<file path="src/sv/bfbc_pkg.sv">
package bfbc_pkg;

  // Index and age fields are sized for the largest table (256 slots).
  localparam int unsigned SLOT_W = 8;

  localparam logic [31:0] ALIGN_MASK    = 32'd63;
  localparam logic [31:0] MAX_ROUNDABLE = 32'hFFFF_FFC0;
  localparam logic [31:0] LIMIT_RESET   = 32'd1048576;

  typedef enum logic {
    OP_ACQUIRE = 1'b0,
    OP_RECYCLE = 1'b1
  } op_e;

  typedef enum logic [2:0] {
    ST_REUSED    = 3'd0,
    ST_ALLOC_NEW = 3'd1,
    ST_INVALID   = 3'd2,
    ST_KEPT      = 3'd3,
    ST_DROPPED   = 3'd4
  } status_e;

  // Best-fit candidate and first free slot, passed from cell to cell.
  typedef struct packed {
    logic              found;
    logic [31:0]       size;
    logic [SLOT_W-1:0] age;
    logic [SLOT_W-1:0] idx;
    logic [63:0]       handle;
    logic              free_found;
    logic [SLOT_W-1:0] free_idx;
  } cand_t;

  localparam cand_t CAND_EMPTY = '{default: '0};

  // Table update broadcast to every cell at the end of an item.
  typedef struct packed {
    logic              take;
    logic              put;
    logic [SLOT_W-1:0] sel_idx;
    logic [SLOT_W-1:0] ref_age;
    logic [31:0]       new_size;
    logic [63:0]       new_handle;
  } upd_t;

endpackage

</file>
<file path="src/sv/bfbc_cell.sv">
module bfbc_cell #(
  parameter int unsigned IDX = 0
) (
  input  logic                 clk_i,
  input  logic                 rst_ni,
  input  logic [31:0]          cap_i,
  input  bfbc_pkg::cand_t      cand_i,
  output bfbc_pkg::cand_t      cand_o,
  input  bfbc_pkg::upd_t       upd_i,
  output logic                 valid_o
);

  logic                          valid_q, valid_d;
  logic [31:0]                   size_q;
  logic [63:0]                   handle_q;
  logic [bfbc_pkg::SLOT_W-1:0]   age_q, age_d;
  bfbc_pkg::cand_t               cand_q, cand_d;
  logic                          fits, better, hit_me;

  assign hit_me = (upd_i.sel_idx == bfbc_pkg::SLOT_W'(IDX));

  // Local compare against the candidate handed in from the left.
  always_comb begin
    fits   = valid_q && (size_q >= cap_i);
    better = fits && (!cand_i.found || (size_q < cand_i.size) ||
                      ((size_q == cand_i.size) && (age_q < cand_i.age)));
    cand_d = cand_i;
    if (better) begin
      cand_d.found  = 1'b1;
      cand_d.size   = size_q;
      cand_d.age    = age_q;
      cand_d.idx    = bfbc_pkg::SLOT_W'(IDX);
      cand_d.handle = handle_q;
    end
    if (!cand_i.free_found && !valid_q) begin
      cand_d.free_found = 1'b1;
      cand_d.free_idx   = bfbc_pkg::SLOT_W'(IDX);
    end
  end

  always_comb begin
    valid_d = valid_q;
    age_d   = age_q;
    if (upd_i.take) begin
      if (valid_q && (age_q > upd_i.ref_age)) begin
        age_d = age_q - 1'b1;
      end
      if (hit_me) begin
        valid_d = 1'b0;
      end
    end else if (upd_i.put) begin
      if (hit_me) begin
        valid_d = 1'b1;
        age_d   = '0;
      end else if (valid_q) begin
        age_d = age_q + 1'b1;
      end
    end
  end

  always_ff @(posedge clk_i or negedge rst_ni) begin
    if (!rst_ni) begin
      valid_q <= 1'b0;
    end else begin
      valid_q <= valid_d;
    end
  end

  always_ff @(posedge clk_i) begin
    cand_q <= cand_d;
    age_q  <= age_d;
    if (upd_i.put && hit_me) begin
      size_q   <= upd_i.new_size;
      handle_q <= upd_i.new_handle;
    end
  end

  assign cand_o  = cand_q;
  assign valid_o = valid_q;

endmodule

</file>
<file path="config.mk">
export PLATFORM = sky130hd
export DESIGN_NAME = bfbc_cell
export DESIGN_NICKNAME = d
export VERILOG_FILES = /design/src/sv/bfbc_pkg.sv /design/src/sv/bfbc_cell.sv
export SDC_FILE = /design/constraint.sdc
export NUM_CORES = 1
export LEC_CHECK = 0
export BUFFER_PORTS_ARGS = -buffer_cell sky130_fd_sc_hd__buf_2
export CORE_MARGIN = 2
export CORE_UTILIZATION = 40
export DETAILED_ROUTE_END_ITERATION = 10
export PLACE_DENSITY = 0.63
export RECOVER_POWER = 50
export SLEW_MARGIN = 20
export SYNTH_ARGS = -nofsm -noshare
export SYNTH_HDL_FRONTEND = slang
export SYNTH_SLANG_ARGS = --single-unit
export TNS_END_PERCENT = 50
</file>
<file path="constraint.sdc">
create_clock -name clk_i -period 3.63 [get_ports clk_i]
set_clock_uncertainty 0.05 [all_clocks]
set_input_delay 0.1815 -clock clk_i [delete_from_list [all_inputs] [get_ports clk_i]]
set_output_delay 0.1815 -clock clk_i [all_outputs]
set_load 0.05 [all_outputs]
</file>
---- Word level (Yosys, flattened, before mapping) ----
Index checks and enable logic that the tools add are counted.
storage, ports and cells
  bits in registers ....................... 227
  output and inout port bits .............. 123
  word-level logic and storage cells ...... 45
operators by class
  add/subtract/negate cells ............... 2
  magnitude comparators ................... 4
  equal/unequal tests ..................... 2
  mux-type cells .......................... 10
  reduce and logical (&&, ||, !) cells .... 16
operators with widths
  cell                                                   number
  2-to-1 mux 112 bit                                     1
  2-to-1 mux 8 bit                                       5
  == test 32 bit                                         1
  >= comparator 32 bit                                   1
  < comparator 32 bit                                    1
  adder 8 x 1 -> 8 bit, second input constant            1
  greater-than comparator 8 bit                          1
  logical NOT 8 bit                                      1
  < comparator 8 bit                                     1
  subtractor 8 x 1 -> 8 bit, second input constant       1
  logical AND 1 bit                                      6
  2-to-1 mux 1 bit                                       4
  logical NOT 1 bit                                      3
  AND reduction 3 bit                                    1
  nonzero test 3 bit                                     1
  logical OR 1 bit                                       2
  inequality test 2 x 1 -> 1 bit, second input constant  1
  AND reduction 2 bit                                    1
  nonzero test 2 bit                                     1

---- Longest topological paths before layout ----
Gate-level depths: netlist of the first run.
  word-level depth ........................ 5
  mapped depth ............................ 11
  gate-level depth less buffers ........... 8

---- Least setup slack after synthesis of the first run ----
No wires, ideal clock.
  path kind ............................... input to register
  start point ............................. input upd_i[109] in the netlist's numbering
  end point ............................... register handle_q[0], enable pin
  library setup time ...................... 0.466 ns
  arrival time ............................ 3.353 ns
  slack ................................... -0.239 ns
  stages on the path ...................... 3
  path through ............................ or4_1 > nor2_1 > and2_1
on the way
  cells in the longest elaborated chain, start to end .. 2
RTL lines
  what                  RTL line         RTL
  start, declared       bfbc_cell.sv:9   input bfbc_pkg::upd_t upd_i,
  logical NOT 8 bit     bfbc_cell.sv:20  assign hit_me = (upd_i.sel_idx == bfbc_pkg::SLOT_W'(IDX));
  logical AND 1 bit     bfbc_cell.sv:72  if (upd_i.put && hit_me) begin
  end signal, assigned  bfbc_cell.sv:74  handle_q <= upd_i.new_handle;
  end, declared         bfbc_cell.sv:15  logic [63:0] handle_q;
Every way passes these cells.
A chain may end at the register's enable or synchronous reset.

---- Worst setup path after layout of the first run ----
  start point ............................. register size_q[14]
  end point ............................... register cand_q, in the netlist cand_o[78]
on the way
  cells in the longest elaborated chain, start to end .. 4
  elaborated cells on any way between the ends .. 8
RTL lines
  what                                                          RTL line                          RTL
  start, declared                                               bfbc_cell.sv:14                   logic [31:0] size_q;
  start signal, assigned                                        bfbc_cell.sv:73                   size_q <= upd_i.new_size;
  < comparator 32 bit / == test 32 bit (equally long branches)  bfbc_cell.sv:25, bfbc_cell.sv:26
  logical OR 1 bit / logical AND 1 bit (equally long branches)  bfbc_cell.sv:25, bfbc_cell.sv:26
  logical OR 1 bit                                              bfbc_cell.sv:25                   better = fits && (!cand_i.found || (size_q < cand_i.size) ||
  logical AND 1 bit *                                           bfbc_cell.sv:25
  end signal, assigned                                          bfbc_cell.sv:70                   cand_q <= cand_d;
  end, declared                                                 bfbc_cell.sv:17                   bfbc_pkg::cand_t cand_q, cand_d;
Every way passes the cells marked *; elsewhere a longest branch is shown, timed or not.

==> out/results.tsv, run 1 <==
metric	value	unit
delay-heaviest family, CP	compound AO/OA/AOI/OAI gates	
FMAX	323	MHz
insertion delay to the later sink of the worst-skew pair	0.53	ns
initial antenna violation count	1	
Ports	393	
Clock Path Buffers	3	
vias per std cell	5.56	
hold depth	5	
Final Net Count	2013	
Area growth, synth to finish	45.3	%
post-CTS setup buffer count	0	
Starting DRT DRC Count	839	
largest net degree at the start of global routing	106	
critical path endpoint category	flop	
Worst-path clk slew	0.06	ns
HPWL Detailed	25700	µm
post_cts resized	0	
critical path startpoint category	flop	
Port Buffer Count	392	
critical path fanouts, max	105	
Total GRT Usage	26.3	%
Syn. warnings	0	
Final setup viols	0	
via count	11458	
Hold WC Path Type	input pin to flop	
die width	173	µm
# clock sinks	227	
Syn Inst Count	1098	
WP data arrival	3.50	ns
Max-slew headroom	-2.58	%
P per Cell Area	401	mW/mm²
final hold viol count	0	
fraction of layout cells with a size suffix above 1	22.8	%
Leak	6.89	nW
R2R cell count	8	
DRC violations left	0	
ys async rst share	0.441	%
Tmin final	3.10	ns
Critical Path RT	4.03	ns
post-synthesis sequential area ratio	48.8	%
Syn Nets	1449	
row cnt	61	
CTS tree	yes	
CP max stage cell	or4_1	
grt total ovfl	0	
die area	0.0300	mm²
Worst-Margin Slew	1.54	ns
Mapped Area	0.0115	mm²
first-pass GRT wire length	63900	µm
Peak VDD IR	0.388	mV
Tcrit/Tclk final	85.4	%
outcome	complete, but fails checks	
failing checks	max-capacitance violations, max-slew violations	
Die H	173	µm
Avg Inst Size Synth	10.4	µm²
Routed Antenna Nets	0	
maxcap violations	1	
Levels on crit path	8	
crit-path cells	ha_1 -> nand4_1 -> or4_1 -> a21o_1 -> a31oi_4 -> buf_12 -> o21ai_1 -> a21boi_0	
starting density of the core	40.9	%
Setup CP Type	flop to flop	
htree depth	1	
Worst path max stage delay	0.48	ns
Top FF cell, synth	dfxtp_1	
Inst Count DP	1791	
routability cong.	0.879	
drt total wl	41000	µm
Core Area	0.0280	mm²
Final Util	59.4	%
pins over their slew limit	57	
RSZ-0062 raised after global routing	no	
Setup TNS	0	ns
Root Driver	clkbuf_16	
vias in the first global route	11519	
critical path buffer and inverter count	1	
count of different cell masters after synthesis	51	
Post-synth EDFFs	104	
Fillers	2442	
clock buffer count from CTS	26	
TritonRoute pass-1 iters	7	
DR WL/cell	19.9	µm
Seq cells post-synth	227	
Finished Layout Cells	2062	
[sequential cells by signal, indices dropped and copies added, names as in the netlist]
signal	count
valid_o	1
size_q	32
cand_o	122
age_q	8
handle_q	64
[per-layer routing]
metal | part of all wire [%] | routed length, µm | global-route usage, %
met1 | 41 | 17000 | 34.6
met2 | 48 | 19500 | 43.5
met3 | 6.9 | 2840 | 4.45
met4 | 4.1 | 1680 | 9.99
met5 | 0 | 0 | 0
[area by class of cell]
type | count | area (µm²) | area share (%)
diodes | 2 | 5.00 | 0.0301
repair buffers | 631 | 4230 | 25.4
inverters | 82 | 308 | 1.85
clock inverters | 9 | 85.1 | 0.511
well taps | 378 | 473 | 2.84
flip-flops and latches | 227 | 5590 | 33.6
clock buffers | 39 | 801 | 4.81
multi-input cells | 694 | 5150 | 30.9
[tightest hold or removal path: stages]
cell and delay [ns]:
buf_2 0.07, or4_1 0.10, o211ai_1 0.08, a21oi_1 0.15, a31o_2 0.11
[cells in the final DEF, fill, tap and decap left out, drive strengths merged, types with 11 or more instances in the layout]
cell type,n
a21oi,30
buf,270
clkbuf,179
dfxtp,122
dlygate4sd3,221
edfxtp,104
ha,81
inv,82
nand2,26
nand3,114
nand4,11
nor2,15
nor2b,12
o211ai,210
o21ai,125
[repair_timing]
action | CTS | global route
hold buffers | 221 | 0
hold endpoints to repair | 220 | 0
setup endpoints to repair | 0 | 0
[report_power, final]
part	internal, mW	switching, mW
Sequential	2.77	0.0428
Clock	1.59	1.07
Combinational	0.455	0.749
Total	4.82	1.86
[cell families after synthesis]
family                     Yosys count  synth area share, %
AOI/OAI and AO/OA                  404                 26.1
DFF                                227                 48.8
and+or+nand+nor                    203                 9.14
buffers and inverters              177                 6.65
adders and majority gates           81                 8.85
xor gates and xnor gates             6                0.459
[cells in the mapped netlist, drive strengths merged, types with 5 or more instances]
| master | n | area [µm²] |
|---|---|---|
| edfxtp | 104 | 3120 |
| a21o | 5 | 37.5 |
| ha | 81 | 1010 |
| o211ai | 210 | 1880 |
| nand2 | 26 | 97.6 |
| a21oi | 30 | 150 |
| nand2b | 5 | 31.3 |
| a21boi | 9 | 67.6 |
| dfxtp | 122 | 2440 |
| buf | 40 | 248 |
| nand4 | 11 | 68.8 |
| o21ai | 125 | 626 |
| nor2b | 12 | 75.1 |
| nor2 | 15 | 56.3 |
| inv | 82 | 308 |
| clkbuf | 55 | 206 |
| nand3 | 114 | 571 |
[final timing paths]
kind	start	endpoint	slack, ns
max	size_q[14]	cand_o[78]	0.53
min	upd_i[106]	age_q[5]	0.24
max reg2reg	size_q[14]	cand_o[78]	0.53
min reg2reg	handle_q[31]	cand_o[40]	0.50
max in group asynchronous	rst_ni	valid_o	2.95
min in group asynchronous	rst_ni	valid_o	0.47
[stage by stage]
stage	hold slack, ns	total power, mW	setup WS, ns	cell area, µm²
finish	0.237	6.68	0.531	16600
detailed placement	-0.0909	3.88	0.558	13700
CTS	0.162	6.74	0.540	16800
global route	0.241	6.93	0.351	16600
floorplan	-0.164	3.51	0.815	11500
global placement	-0.0906	3.87	0.606	13700
No activity file was read; power rests on OpenSTA's default activity.
==> run 2, diff against run 1 <==
--- a/config.mk
+++ b/config.mk
@@ -5,11 +5,12 @@
 export SDC_FILE = /design/constraint.sdc
 export NUM_CORES = 1
 export LEC_CHECK = 0
+export ABC_AREA = 1
 export BUFFER_PORTS_ARGS = -buffer_cell sky130_fd_sc_hd__buf_2
 export CORE_MARGIN = 2
 export CORE_UTILIZATION = 40
 export DETAILED_ROUTE_END_ITERATION = 10
-export PLACE_DENSITY = 0.63
+export PLACE_DENSITY = 0.67
 export RECOVER_POWER = 50
 export SLEW_MARGIN = 20
 export SYNTH_ARGS = -nofsm -noshare
==> run 2 against run 1 <==
The flow now finishes without violations. Cell count shrank 4.8%. Flip-flop and latch count is the same. Setup slack gained 0.38 ns. Synthesized area shrank 15%. Critical path depth grew 4. Clock power shrank 6%. First-iteration DRC count shrank 16%.
==> out/results.tsv, run 2 <==
metric	value	unit	change
Syn Nets	1365		was 1449
CTS tree	yes		unchanged
Fillers	1900		was 2442
Max-slew headroom	7.66	%	was -2.58%
Starting DRT DRC Count	702		was 839
main area contributors after synthesis	edfxtp_1 32%, dfxtp_1 25%, nand2_1 11%		was edfxtp_1 27%, dfxtp_1 21%, o211ai_1 9.8%
Final setup viols	0		unchanged
routability cong.	0.852		was 0.879
Area growth, synth to finish	52.9	%	was 45.3%
TritonRoute pass-1 iters	6		was 7
largest net degree at the start of global routing	113		was 106
Min Hold Slack	0.196	ns	was 0.237 ns
Compound-Gate Fraction of Synth Area	4.22	%	was 26.1%
Root Driver	clkbuf_16		unchanged
pins over their slew limit	0		was 57
Die H	160	µm	was 173 µm
row cnt	56		was 61
first-pass GRT wire length	49500	µm	was 63900 µm
insertion delay to the later sink of the worst-skew pair	0.52	ns	was 0.53 ns
XOR/XNOR share of the synthesized area	0.903	%	was 0.459%
count of different cell masters after synthesis	31		was 51
final hold viol count	0		unchanged
Top FF cell, synth	dfxtp_1		unchanged
Ports	393		unchanged
Post-Synth Simple-Gate Area	20.0	%	was 9.14%
commonest cells in the netlist	294 x nand2_1, 122 x dfxtp_1, 115 x inv_1		was 150 x o211ai_1, 123 x o21ai_0, 122 x dfxtp_1
cell taking the most area after synthesis	edfxtp_1		unchanged
Peak VDD IR	0.548	mV	was 0.388 mV
Tcrit/Tclk final	74.9	%	was 85.4%
Hold WC Path Type	input pin to flop		unchanged
Worst R2R Setup Slack	0.91	ns	was 0.53 ns
post-synth top area share	32.2	%	was 27.3%
drt total wl	32400	µm	was 41000 µm
Core Area	0.0236	mm²	was 0.0280 mm²
fraction of layout cells with a size suffix above 1	19.1	%	was 22.8%
Tmin final	2.72	ns	was 3.10 ns
FMAX	368	MHz	was 323 MHz
Leak	7.12	nW	was 6.89 nW
outcome	completed		was complete, but fails checks
maxcap violations	0		was 1
grt total ovfl	0		unchanged
post-synthesis mux area share	0	%	unchanged
critical path fanouts, max	112		was 105
post-synthesis sequential area ratio	57.7	%	was 48.8%
critical path startpoint category	flop		unchanged
Routed Antenna Nets	0		unchanged
total power	6.28	mW	was 6.68 mW
htree depth	1		unchanged
Syn. warnings	0		unchanged
post_cts resized	0		unchanged
largest family of logic cells by synthesized area	simple AND/OR/NAND/NOR gates		was compound AO/OA/AOI/OAI gates
via count	9236		was 11458
vias in the first global route	9497		was 11519
starting density of the core	41.1	%	was 40.9%
Worst-path clk slew	0.06	ns	about the same
Port Buffer Count	392		unchanged
critical path endpoint category	flop		unchanged
clock buffer count from CTS	25		was 26
most common cell after layout, fill and taps aside	nand2_1		was buf_2
Setup TNS	0	ns	unchanged
die area	0.0255	mm²	was 0.0300 mm²
Seq cells post-synth	227		unchanged
area of the multi-input gates	0.00347	mm²	was 0.00515 mm²
most common cell in the netlist	nand2_1		was o211ai_1
die width	160	µm	was 173 µm
vias per std cell	4.71		was 5.56
max reg flops	122		unchanged
Final Net Count	1974		was 2013
Post-synth EDFFs	104		unchanged
DR WL/cell	16.5	µm	was 19.9 µm
Syn Inst Count	1014		was 1098
Worst-Margin Slew	1.39	ns	was 1.54 ns
initial antenna violation count	3		was 1
dpl ws	0.907	ns	was 0.558 ns
Avg Inst Size Synth	9.56	µm²	was 10.4 µm²
Total GRT Usage	24.5	%	was 26.3%
DRC violations left	0		unchanged
Worst Slack Setup Final	0.912	ns	was 0.531 ns
# clock sinks	227		unchanged
register area	0.00559	mm²	unchanged
Setup CP Type	flop to flop		unchanged
HPWL Detailed	20500	µm	was 25700 µm
ys async rst share	0.441	%	unchanged
Critical Path RT	4.04	ns	was 4.03 ns
Synth Area in Adders	10.5	%	was 8.85%
Final Cell Area	0.0148	mm²	was 0.0166 mm²
P per Cell Area	424	mW/mm²	was 401 mW/mm²
RSZ-0062 raised after global routing	no		unchanged
Mapped Area	0.00970	mm²	was 0.0115 mm²
Clock Path Buffers	3		unchanged
Post-DP Area	0.0120	mm²	was 0.0137 mm²
most frequent cells in the layout	294 x nand2_1, 264 x buf_2, 221 x dlygate4sd3_1, 132 x clkbuf_1, 122 x dfxtp_1		was 254 x buf_2, 221 x dlygate4sd3_1, 150 x o211ai_1, 143 x clkbuf_1, 123 x o21ai_0
WP data arrival	3.13	ns	was 3.50 ns
==> run 2: path summary, 6_finish.rpt <==
check | startpoint | endpoint | cells past startpoint
min in group asynchronous | rst_ni | valid_o | 3
worst max register to register | size_q[31] | cand_o[57] | 12
max in group asynchronous | rst_ni | valid_o | 3
worst max-delay path | size_q[31] | cand_o[57] | 12
worst min-delay path | upd_i[108] | valid_o | 5
worst min register to register | handle_q[42] | cand_o[51] | 2
==> run 2: final cells by class <==
| type | instances | share of cell area, % |
|---|---|---|
| Clock inverter | 13 | 0.937 |
| Antenna cell | 3 | 0.0506 |
| Tap cell | 319 | 2.69 |
| Timing Repair Buffer | 621 | 27.8 |
| Clock buffer | 32 | 4.46 |
| Sequential cell | 227 | 37.7 |
| Inverter | 116 | 2.94 |
| Multi-Input combinational cell | 632 | 23.4 |
==> run 2: cell families after synthesis <==
family / after synthesis
and+or+nand+nor: 470
DFF: 227
buffers and inverters: 155
adders and majority gates: 81
AOI/OAI and AO/OA: 71
xor gates and xnor gates: 10
==> run 2: repair_timing <==
| item | 4_1_cts | 5_1_grt |
|---|---|---|
| hold buffers | 221 | 0 |
| setup buffers | 0 | 0 |
| endpoints found under the hold margin | 220 | 0 |
==> run 2: worst max-delay path, cell delays in order, from the launching register on <==
cell	delay (ns)
edfxtp_1	0.43
ha_1	0.32
nand2_1	0.06
nor2_1	0.14
nand2_1	0.12
nor2_1	0.27
nand3_1	0.12
nor2_1	0.12
nor2_1	0.08
nand2_4	0.09
buf_12	0.41
nand3_1	0.19
nand2_1	0.12
==> run 2: stage by stage <==
step / util [%] / std cells
after floorplan: - / 1014
final: 62.8 / 1963
after global routing: 62.8 / 1963
after CTS: 63.4 / 1960
after detailed placement: 50.7 / 1694
after global placement: 50.7 / 1694
==> run 2: power breakdown <==
part	switching [mW]	total, mW	internal [mW]
clock network	1.02	2.52	1.49
registers	0.0311	2.78	2.75
logic	0.590	0.979	0.388
==> run 2: layer usage <==
| metal | track usage (%) | part of all wire [%] | up-vias |
|---|---|---|---|
| met1 | 27.9 | 39 | 4221 |
| li1 | - | - | 4531 |
| met2 | 44.6 | 50 | 391 |
| met5 | 0 | 0 | - |
| met4 | 10.3 | 4.6 | 0 |
| met3 | 4.99 | 6.7 | 93 |
